--- src/rtl/core/sra_pkg.sv ---
package sra_pkg;

    // binary32 / bf16 special patterns
    localparam logic [31:0] QNAN32    = 32'h7FC0_0000;
    localparam logic [30:0] INF_MAG32 = 31'h7F80_0000;
    localparam logic [15:0] QNAN16    = 16'h7FC0;

    // format register codes
    localparam logic [1:0] MODE_F32  = 2'd0;
    localparam logic [1:0] MODE_BF16 = 2'd1;
    localparam logic [1:0] MODE_MIX  = 2'd2;

    // register index codes (decoded from paddr[2])
    localparam logic REG_SCALE  = 1'b0;
    localparam logic REG_FORMAT = 1'b1;

    // pipeline depth
    localparam int NUM_STAGES = 10;

endpackage

--- src/rtl/core/scaled_residual_add.sv ---
// channel   | direction | handshake          | payload
// ----------+-----------+--------------------+-----------------------------------
// input     | in        | i_valid / o_stall  | i_addend_bits, i_scaled_bits, i_last_in
// output    | out       | o_valid / i_stall  | o_sum_bits, o_last_out
// config    | in        | psel/penable/pready| paddr, pwdata, prdata
//
// one element pair per cycle unless o_stall holds the input; ten register stages:
// multiplier, leading-zero count, normalize, round, align, add, count, normalize,
// round and bf16 narrow.
// reset is synchronous: clears all stage valid bits, scale to 1.0, format to f32.
// stall ripples back through the stages in the same cycle, so empty stages still
// fill while the output waits.
module scaled_residual_add (
    input  logic        i_clk,
    input  logic        i_rst_n,
    input  logic        i_valid,
    output logic        o_stall,
    input  logic [31:0] i_addend_bits,
    input  logic [31:0] i_scaled_bits,
    input  logic        i_last_in,
    output logic        o_valid,
    input  logic        i_stall,
    output logic [31:0] o_sum_bits,
    output logic        o_last_out,
    input  logic        psel,
    input  logic        penable,
    input  logic        pwrite,
    input  logic [2:0]  paddr,
    input  logic [31:0] pwdata,
    output logic [31:0] prdata,
    output logic        pready
);

    localparam int NS = sra_pkg::NUM_STAGES;

    typedef struct packed {
        logic [31:0]        a;
        logic [1:0]         mode;
        logic               last;
        logic               spec;
        logic [31:0]        spec_val;
        logic               sign;
        logic [47:0]        mant;
        logic signed [10:0] exp;
        logic [5:0]         lz;
    } t_norm_st;

    typedef struct packed {
        logic [31:0] a;
        logic [31:0] prod;
        logic [1:0]  mode;
        logic        last;
    } t_sum_in;

    typedef struct packed {
        logic [1:0]         mode;
        logic               last;
        logic               spec;
        logic [31:0]        spec_val;
        logic               sign_big;
        logic               sign_small;
        logic [26:0]        ma;
        logic [26:0]        mb;
        logic signed [10:0] exp;
    } t_align_st;

    typedef struct packed {
        logic [1:0]  mode;
        logic        last;
        logic [31:0] res;
    } t_res_st;

    // configuration registers
    logic [31:0] r_scale;
    logic [1:0]  r_format;

    // pipeline registers
    logic [NS-1:0] r_vld;
    logic [NS-1:0] adv;
    t_norm_st  r_m0, r_m1, r_m2, n_m0, n_m1, n_m2;
    t_sum_in   r_p, n_p;
    t_align_st r_al, n_al;
    t_norm_st  r_as, r_a1, r_a2, n_as, n_a1, n_a2;
    t_res_st   r_rd, n_rd;
    logic [31:0] r_sum, n_sum;
    logic        r_last;

    // helpers
    function automatic logic is_nan(input logic [31:0] x);
        return x[30:0] > sra_pkg::INF_MAG32;
    endfunction

    function automatic logic is_inf(input logic [31:0] x);
        return x[30:0] == sra_pkg::INF_MAG32;
    endfunction

    // {biased exponent (subnormal as 1), significand with hidden bit}
    function automatic logic [31:0] unpack(input logic [31:0] x);
        logic [7:0] ef;
        ef = x[30:23];
        return {((ef == 8'd0) ? 8'd1 : ef), (ef != 8'd0), x[22:0]};
    endfunction

    // highest set bit position as a leading-zero count
    function automatic logic [5:0] lzc48(input logic [47:0] v);
        logic [5:0] n;
        n = '0;
        for (int i = 0; i < 48; i++) begin
            if (v[i]) n = 6'(47 - i);
        end
        return n;
    endfunction

    // round to nearest even from a significand normalized at bit 47
    function automatic logic [31:0] round_pack(input logic sign, input logic signed [10:0] e,
                                               input logic [47:0] s);
        logic [10:0] sh;
        logic [47:0] sv;
        logic [7:0]  ef;
        logic [23:0] m;
        logic [23:0] rem;
        logic        up;
        logic [30:0] mag;
        sh = '0;
        sv = s;
        ef = e[7:0];
        if (e < 11'sd1) begin
            sh = 11'(11'sd1 - e);
            ef = 8'd1;
            if (sh >= 11'd48) begin
                sv = {47'b0, |s};
            end else begin
                sv = (s >> sh[5:0]) | {47'b0, |(s & ~({48{1'b1}} << sh[5:0]))};
            end
        end
        m   = sv[47:24];
        rem = sv[23:0];
        up  = (rem > 24'h80_0000) || ((rem == 24'h80_0000) && m[0]);
        mag = {ef - 8'd1, 23'b0} + {7'b0, m} + {30'b0, up};
        if (e >= 11'sd255) begin
            return {sign, sra_pkg::INF_MAG32};
        end
        return {sign, mag};
    endfunction

    // apb register file
    assign pready = 1'b1;
    assign prdata = (paddr[2] == sra_pkg::REG_FORMAT) ? {30'b0, r_format} : r_scale;

    always_ff @(posedge i_clk) begin
        if (!i_rst_n) begin
            r_scale  <= 32'h3F80_0000;
            r_format <= sra_pkg::MODE_F32;
        end else if (psel && penable && pwrite && pready) begin
            case (paddr[2])
                sra_pkg::REG_SCALE:  r_scale  <= pwdata;
                sra_pkg::REG_FORMAT: r_format <= pwdata[1:0];
                default: ;
            endcase
        end
    end

    // stage advance chain, from the output back to the input
    always_comb begin
        adv[NS-1] = !r_vld[NS-1] || !i_stall;
        for (int k = NS - 2; k >= 0; k--) begin
            adv[k] = !r_vld[k] || adv[k+1];
        end
    end

    assign o_stall = !adv[0];

    always_ff @(posedge i_clk) begin
        if (!i_rst_n) begin
            r_vld <= '0;
        end else begin
            if (adv[0]) r_vld[0] <= i_valid;
            for (int k = 1; k < NS; k++) begin
                if (adv[k]) r_vld[k] <= r_vld[k-1];
            end
        end
    end

    // stage 0: format select, multiply specials and significand product
    always_comb begin
        logic [31:0] a_in, b_in, ub, us;
        logic        sg;
        a_in = (r_format == sra_pkg::MODE_BF16) ? {i_addend_bits[15:0], 16'b0} : i_addend_bits;
        b_in = (r_format == sra_pkg::MODE_BF16 || r_format == sra_pkg::MODE_MIX)
             ? {i_scaled_bits[15:0], 16'b0} : i_scaled_bits;
        sg = b_in[31] ^ r_scale[31];
        ub = unpack(b_in);
        us = unpack(r_scale);
        n_m0          = '0;
        n_m0.a        = a_in;
        n_m0.mode     = r_format;
        n_m0.last     = i_last_in;
        n_m0.sign     = sg;
        n_m0.mant     = ub[23:0] * us[23:0];
        n_m0.exp      = $signed({3'b0, ub[31:24]}) + $signed({3'b0, us[31:24]}) - 11'sd126;
        if (is_nan(b_in) || is_nan(r_scale)) begin
            n_m0.spec     = 1'b1;
            n_m0.spec_val = sra_pkg::QNAN32;
        end else if (is_inf(b_in) || is_inf(r_scale)) begin
            n_m0.spec     = 1'b1;
            n_m0.spec_val = (b_in[30:0] == 31'b0 || r_scale[30:0] == 31'b0)
                          ? sra_pkg::QNAN32 : {sg, sra_pkg::INF_MAG32};
        end else if (b_in[30:0] == 31'b0 || r_scale[30:0] == 31'b0) begin
            n_m0.spec     = 1'b1;
            n_m0.spec_val = {sg, 31'b0};
        end
    end

    // stage 1: product leading-zero count
    always_comb begin
        n_m1    = r_m0;
        n_m1.lz = lzc48(r_m0.mant);
    end

    // stage 2: product normalize
    always_comb begin
        n_m2      = r_m1;
        n_m2.mant = r_m1.mant << r_m1.lz;
        n_m2.exp  = r_m1.exp - $signed({5'b0, r_m1.lz});
    end

    // stage 3: product round
    always_comb begin
        n_p.a    = r_m2.a;
        n_p.mode = r_m2.mode;
        n_p.last = r_m2.last;
        n_p.prod = r_m2.spec ? r_m2.spec_val : round_pack(r_m2.sign, r_m2.exp, r_m2.mant);
    end

    // stage 4: add specials, swap and align
    always_comb begin
        logic [31:0] x, y, ux, uy, ubig, usml;
        logic        swap;
        logic [7:0]  d;
        logic [26:0] mbr;
        x    = r_p.a;
        y    = r_p.prod;
        ux   = unpack(x);
        uy   = unpack(y);
        swap = ux[31:24] < uy[31:24];
        ubig = swap ? uy : ux;
        usml = swap ? ux : uy;
        d    = ubig[31:24] - usml[31:24];
        mbr  = {usml[23:0], 3'b0};
        n_al            = '0;
        n_al.mode       = r_p.mode;
        n_al.last       = r_p.last;
        n_al.sign_big   = swap ? y[31] : x[31];
        n_al.sign_small = swap ? x[31] : y[31];
        n_al.ma         = {ubig[23:0], 3'b0};
        n_al.exp        = $signed({3'b0, ubig[31:24]}) + 11'sd1;
        if (d >= 8'd27) begin
            n_al.mb = {26'b0, |mbr};
        end else begin
            n_al.mb = (mbr >> d[4:0]) | {26'b0, |(mbr & ~({27{1'b1}} << d[4:0]))};
        end
        if (is_nan(x) || is_nan(y)) begin
            n_al.spec     = 1'b1;
            n_al.spec_val = sra_pkg::QNAN32;
        end else if (is_inf(x)) begin
            n_al.spec     = 1'b1;
            n_al.spec_val = (is_inf(y) && (x[31] != y[31])) ? sra_pkg::QNAN32 : x;
        end else if (is_inf(y)) begin
            n_al.spec     = 1'b1;
            n_al.spec_val = y;
        end
    end

    // stage 5: significand add or subtract
    always_comb begin
        logic [27:0] s;
        s         = '0;
        n_as      = '0;
        n_as.mode = r_al.mode;
        n_as.last = r_al.last;
        n_as.exp  = r_al.exp;
        n_as.spec     = r_al.spec;
        n_as.spec_val = r_al.spec_val;
        n_as.sign     = r_al.sign_big;
        if (r_al.sign_big == r_al.sign_small) begin
            s = {1'b0, r_al.ma} + {1'b0, r_al.mb};
            if (s == 28'b0 && !r_al.spec) begin
                n_as.spec     = 1'b1;
                n_as.spec_val = {r_al.sign_big, 31'b0};
            end
        end else if (r_al.ma == r_al.mb) begin
            if (!r_al.spec) begin
                n_as.spec     = 1'b1;
                n_as.spec_val = 32'b0;
            end
        end else if (r_al.ma > r_al.mb) begin
            s = {1'b0, r_al.ma - r_al.mb};
        end else begin
            s         = {1'b0, r_al.mb - r_al.ma};
            n_as.sign = r_al.sign_small;
        end
        n_as.mant = {s, 20'b0};
    end

    // stage 6: sum leading-zero count
    always_comb begin
        n_a1    = r_as;
        n_a1.lz = lzc48(r_as.mant);
    end

    // stage 7: sum normalize
    always_comb begin
        n_a2      = r_a1;
        n_a2.mant = r_a1.mant << r_a1.lz;
        n_a2.exp  = r_a1.exp - $signed({5'b0, r_a1.lz});
    end

    // stage 8: sum round
    always_comb begin
        n_rd.mode = r_a2.mode;
        n_rd.last = r_a2.last;
        n_rd.res  = r_a2.spec ? r_a2.spec_val : round_pack(r_a2.sign, r_a2.exp, r_a2.mant);
    end

    // stage 9: bf16 narrow
    always_comb begin
        logic [32:0] wide;
        wide = {1'b0, r_rd.res} + 33'h7FFF + {32'b0, r_rd.res[16]};
        if (r_rd.mode != sra_pkg::MODE_BF16) begin
            n_sum = r_rd.res;
        end else if (is_nan(r_rd.res)) begin
            n_sum = {16'b0, sra_pkg::QNAN16};
        end else begin
            n_sum = {16'b0, wide[31:16]};
        end
    end

    // stage payload registers
    always_ff @(posedge i_clk) begin
        if (adv[0]) r_m0 <= n_m0;
        if (adv[1]) r_m1 <= n_m1;
        if (adv[2]) r_m2 <= n_m2;
        if (adv[3]) r_p  <= n_p;
        if (adv[4]) r_al <= n_al;
        if (adv[5]) r_as <= n_as;
        if (adv[6]) r_a1 <= n_a1;
        if (adv[7]) r_a2 <= n_a2;
        if (adv[8]) r_rd <= n_rd;
        if (adv[9]) begin
            r_sum  <= n_sum;
            r_last <= r_rd.last;
        end
    end

    assign o_valid    = r_vld[NS-1];
    assign o_sum_bits = r_sum;
    assign o_last_out = r_last;

endmodule

--- config.mk ---
export PLATFORM = sky130hd
export DESIGN_NAME = scaled_residual_add
export DESIGN_NICKNAME = d
export VERILOG_FILES = /design/src/rtl/core/sra_pkg.sv /design/src/rtl/core/scaled_residual_add.sv
export SDC_FILE = /design/constraint.sdc
export NUM_CORES = 2
export LEC_CHECK = 0
export BUFFER_PORTS_ARGS = -buffer_cell sky130_fd_sc_hd__buf_2
export CORE_MARGIN = 3
export CORE_UTILIZATION = 60
export CTS_BUF_LIST = sky130_fd_sc_hd__clkbuf_2 sky130_fd_sc_hd__clkbuf_4 sky130_fd_sc_hd__clkbuf_8
export CTS_CLUSTER_SIZE = 12
export DETAILED_ROUTE_END_ITERATION = 10
export GPL_TIMING_DRIVEN = 0
export PLACE_DENSITY = 0.8
export SLEW_MARGIN = 40
export SYNTH_ARGS = -nofsm -noshare
export SYNTH_HDL_FRONTEND = slang
export SYNTH_SLANG_ARGS = --single-unit
export TNS_END_PERCENT = 100
--- constraint.sdc ---
create_clock -name i_clk -period 8.9 [get_ports i_clk]
set_input_delay 0.445 -clock i_clk [delete_from_list [all_inputs] [get_ports i_clk]]
set_output_delay 0.445 -clock i_clk [all_outputs]
set_load 0.005 [all_outputs]
## Yosys cells after proc, flatten, opt, wreduce, memory -nomap -nowiden

Cells that the tools add are included.

| operators by class | value |
|---|---|
| $add $sub $neg | 19 |
| multipliers | 1 |
| $lt $le $gt $ge | 16 |
| equal/unequal tests | 12 |
| shift-type cells | 8 |
| mux-type cells | 118 |
| bitwise operators | 11 |
| reduce and logical (&&, ||, !) cells | 66 |

Operator list:

| cell | number |
|---|---|
| $mux W32 | 17 |
| $mux W48 | 4 |
| $reduce_or A48 Y1 | 4 |
| $mux W33 | 5 |
| $gt A31 B31 Y1 const B | 5 |
| $mux W5 | 28 |
| $eq A31 B31 Y1 const B | 4 |
| $and A48 B48 Y48 | 2 |
| $mux W6 | 16 |
| $not A48 Y48 | 2 |
| $or A48 B1 Y48 | 2 |
| $shl A48 B6 Y48 const A | 2 |
| $shr A48 B6 Y48 | 2 |
| $mux W4 | 16 |
| $add A31 B1 Y31 | 2 |
| $add A31 B24 Y31 | 2 |
| $logic_not A31 Y1 | 2 |
| $mux W28 | 2 |
| $sub A27 B27 Y27 | 2 |
| $eq A24 B24 Y1 const B | 2 |
| $gt A24 B24 Y1 const B | 2 |
| $mul A24 B24 Y48 | 1 |
| $mux W8 | 6 |
| $shl A48 B5 Y48 | 1 |
| 50 further kinds | 120 |

| storage, ports and cells | value |
|---|---|
| register bits | 922 |
| bits of input ports | 107 |
| logic and storage cells | 339 |

## Depth between registers and ports, before layout

| logic depth | value |
|---|---|
| depth after elaboration | 47 |
| mapped depth | 34 |

## Worst setup path after synthesis

No wires, ideal clock.

| timing path | value |
|---|---|
| path type | register to register |
| from | reg r_format[1] |
| to | reg r_m0 (netlist bit n_m1[63]) (data pin) |
| setup time | 0.264 ns |
| arrival | 8.012 ns |
| data required time | 8.636 ns |
| slack | 0.625 ns |
| cell stages (with the launch flop) | 30 |
| path buffers | 3 |
| clock period less this slack | 8.275 ns |
| cells stage by stage | dfxtp_1 > inv_1 > ha_1 > clkbuf_1 > clkbuf_1 > mux2i_1 > nand4_1 > or2_2 > clkbuf_1 > and2_1 > fa_1 > fa_1 > fa_1 > inv_1 > fa_1 > fa_1 > fa_1 > inv_1 > fa_1 > ha_1 > a21o_1 > a221oi_1 > o21a_1 > a211oi_1 > o41ai_1 > o211ai_1 > a31o_2 > a21o_1 > a221oi_1 > xnor2_1 |

RTL lines:

| what | line | RTL |
|---|---|---|
| from (decl) | scaled_residual_add.sv:75 | `logic [1:0] r_format;` |
| from (signal assigned) | scaled_residual_add.sv:153 | `r_format <= sra_pkg::MODE_F32;` |
| from (signal assigned) | scaled_residual_add.sv:157 | `sra_pkg::REG_FORMAT: r_format <= pwdata[1:0];` |
| to (signal assigned) | scaled_residual_add.sv:340 | `if (adv[0]) r_m0 <= n_m0;` |
| to (decl) | scaled_residual_add.sv:80 | `t_norm_st r_m0, r_m1, r_m2, n_m0, n_m1, n_m2;` |

==> results.md <==
- Worst-case clock skew: 0.0397 ns
- Shortest period the worst path allows: 8.76 ns
- Count of routing violations after the opening detailed-route iteration: 6776
- P per Cell Area: 305 nW/um^2
- Worst hold path type: primary input to register
- Fraction of registers with async set or reset after synthesis: 0
- Area growth from synthesis to layout: 10.5%
- Non-filler instance count after layout: 8658
- FF+latch count, synth: 807
- Peak ir drop on the vdd network: 0.251 mV
- Most common cell after layout, fill and taps aside: nand2_1
- Cell type contributing the most total cell area after synthesis: edfxtp_1
- Number of enable flip-flop cells after synthesis: 763
- Number of remaining DRC errors: 0
- Max clock buf depth: 3
- Number of buffers and inverters on the critical path: 4
- Area of the mapped netlist: 66800 um^2
- Power Internal: 11.9 mW
- First-pass detailed-route iteration total: 6
- IO Port Bufs: 170
- Via density per instance: 6.45
- Average wire per standard cell: 25.9 um
- Number of max-capacitance violations reported: 0
- Cell mode on critical path: fa_1
- Share of power burned in registers: 0.294
- Largest net degree at the start of global routing: 80
- Antenna violation net count after detailed routing: 0
- Sink count of the clock tree: 807
- Share of the synthesized area in the top cell type: 0.343
- Fmax: 0.114 GHz
- Measured slew at the worst slew-check pin: 0.960 ns
- Area of the die: 115000 um^2
- Library cell used as clock root buffer: clkbuf_8
- Boundary Pins: 175
- Kind of start point of the critical path: register
- Die boundary width: 340 um
- Worst slew margin relative to its limit: 0.360
- Critical Path Sink Type: register
- Worst EP required: 9.41 ns
- Vias in the first global route: 55.2k
- Most used cells in the layout excluding fill and tap cells: nand2_1 (917), edfxtp_1 (763), inv_1 (676)
- Share of synthesized area occupied by flip-flops and latches: 0.356
- Largest fanout of any net on the critical path: 7
- Critical Path Max Stage Delay: 0.62 ns
- H-tree levels: 4
- TNS Setup: 0 ns
- Proportion of layout cells with a drive suffix above 1: 0.112
- Total number of vias: 55.8k
- Hold Path Stages: 2
- Final GP Congestion: 1.02
- Run status: finished clean
- Number of antenna violations at the first check in global routing: 15
- Primary FF master, synth: edfxtp_1
- Number of buffers inserted during clock tree synthesis: 136
- Tcrit/Tclk final: 0.984
- Total routing usage reported by global routing: 0.384
- Crit path max-delay family: adder cells
- Endpoints failing hold: 0
- Endpoint arrival time on the critical path: 9.27 ns
- Starting utilization of the core area: 0.609
- Global-route wire length before repair: 336000 um
- Max Transition Viols Final: 0
- Die boundary height: 340 um
- Placed cell count: 8331
- Yosys warning count: 0
- Grt ovf: 0
- Total number of placement rows: 121
- Worst hold margin: 0.0735 ns
- Final WL: 225000 um
- Sw Share: 0.471
- Largest cells by area after synthesis: edfxtp_1 (34%), fa_1 (15%), ha_1 (5.6%)
- Worst Reg2Reg Path Length in Cells: 28
- Standard cell core area: 110000 um^2
- CP Depth: 28
- CP max-delay cell: fa_2
- Detailed-placement wirelength estimate: 173000 um
- Clock insertion delay at the later pin of the skew report: 0.80 ns
- Count of unique library cells instantiated by Yosys: 120
- Setup-violating endpoint count in the final report: 0
- Static leakage: 31.8 nW
- Clock tree from TritonCTS: yes
- Critical path type: register to register
- CTS clock-pin slew for the worst setup and hold paths: 0.06 ns
- Synth Instances: 6653
- Net switching power: 10.6 mW
- Post-layout nets: 7959
- Combinational power share: 0.557
- Average footprint of a synthesized cell: 10.0 um^2
- Tot Pwr: 22.5 mW
- Clock power share: 0.148
logic make-up (layout without fill, tap and decap cells):
| kind of cell | Yosys count | after routing | share of synthesized area |
|---|---|---|---|
| adder cells (fa/ha/maj) | 790 | 790 | 0.203 |
| other | 2 | 32 | 0.000112 |
| XOR/XNOR | 166 | 166 | 0.0219 |
| buffers and inverters | 1098 | 1597 | 0.0642 |
| multiplexers | 375 | 375 | 0.0776 |
| flip-flops | 807 | 807 | 0.356 |
| AND/OR/NAND/NOR | 2251 | 2251 | 0.161 |
| AO/OA/AOI/OAI | 1164 | 1164 | 0.116 |
metal layers:
layer / global-route usage / routed length, um
met1: 0.510 / 86500
met2: 0.594 / 101000
met3: 0.0895 / 24300
met4: 0.191 / 12200
met5: 0 / 49
metrics by stage:
stage | utilization | instance area (um^2) | setup WS (ns)
final | 0.673 | 73800 | 0.144
after global routing | 0.673 | 73800 | -0.0883
after CTS | 0.670 | 73500 | 0.0562
after detailed placement | 0.638 | 69900 | -1.56
after global placement | 0.635 | 69600 | -1.73
after floorplan | - | 66900 | 0.625
repair_timing:
item	in CTS	in global routing
pin swaps	0	10
setup buffers	0	9
endpoints found under the hold margin	62	0
setup endpoints to repair	30	10
gates cloned	0	2
gates resized for setup	38	73
hold buffers	76	0
final timing paths:
check	startpoint	endpoint	slack, ns
setup / recovery	r_format[1]	n_m1[61]	0.14
hold reg to reg	n_m2[101]	n_p[2]	0.40
hold / removal	i_addend_bits[12]	n_m1[114]	0.07
setup reg to reg	r_format[1]	n_m1[61]	0.14
Yosys cell counts (126+ instances only):
cell	count
nor2b_1	133
and2_1	126
a21oi_1	307
fa_1	487
edfxtp_1	763
mux2i_1	192
inv_1	681
nor2_1	384
o21ai_0	212
ha_1	300
nand2_1	922
clkbuf_1	311
and3_1	183
area by class of cell:
type	instances	area [um^2]
Multi-Input combinational cell	4769	39100
Fill cell	8563	35800
Sequential cell	807	23800
Inverter	691	2610
Clock buffer	182	2270
Timing Repair Buffer	268	1980
Tap cell	1476	1850
Buffer	392	1750
Clock inverter	64	472
Antenna cell	9	22.5
power by group through the flow:
stage | Sequential [mW] | Clock, mW | Combinational [mW]
2_1_floorplan | 6.09 | 0 | 8.48
3_3_place_gp | 6.56 | 0 | 12.0
3_5_place_dp | 6.62 | 0 | 12.0
4_1_cts | 6.55 | 3.38 | 12.1
5_1_grt | 6.69 | 3.58 | 13.4
6_report | 6.62 | 3.34 | 12.5
sequential cells by signal, indices dropped and copies added (netlist names), 35 cells and up:
signal,count
n_m2,46
r_a2,73
n_m1,98
r_a1,37
r_rd,35
r_m2,64
r_al,86
n_p,35
n_a2,42
n_a1,74
r_p,64
r_m1,58
Power figures use the tool's default switching activity.
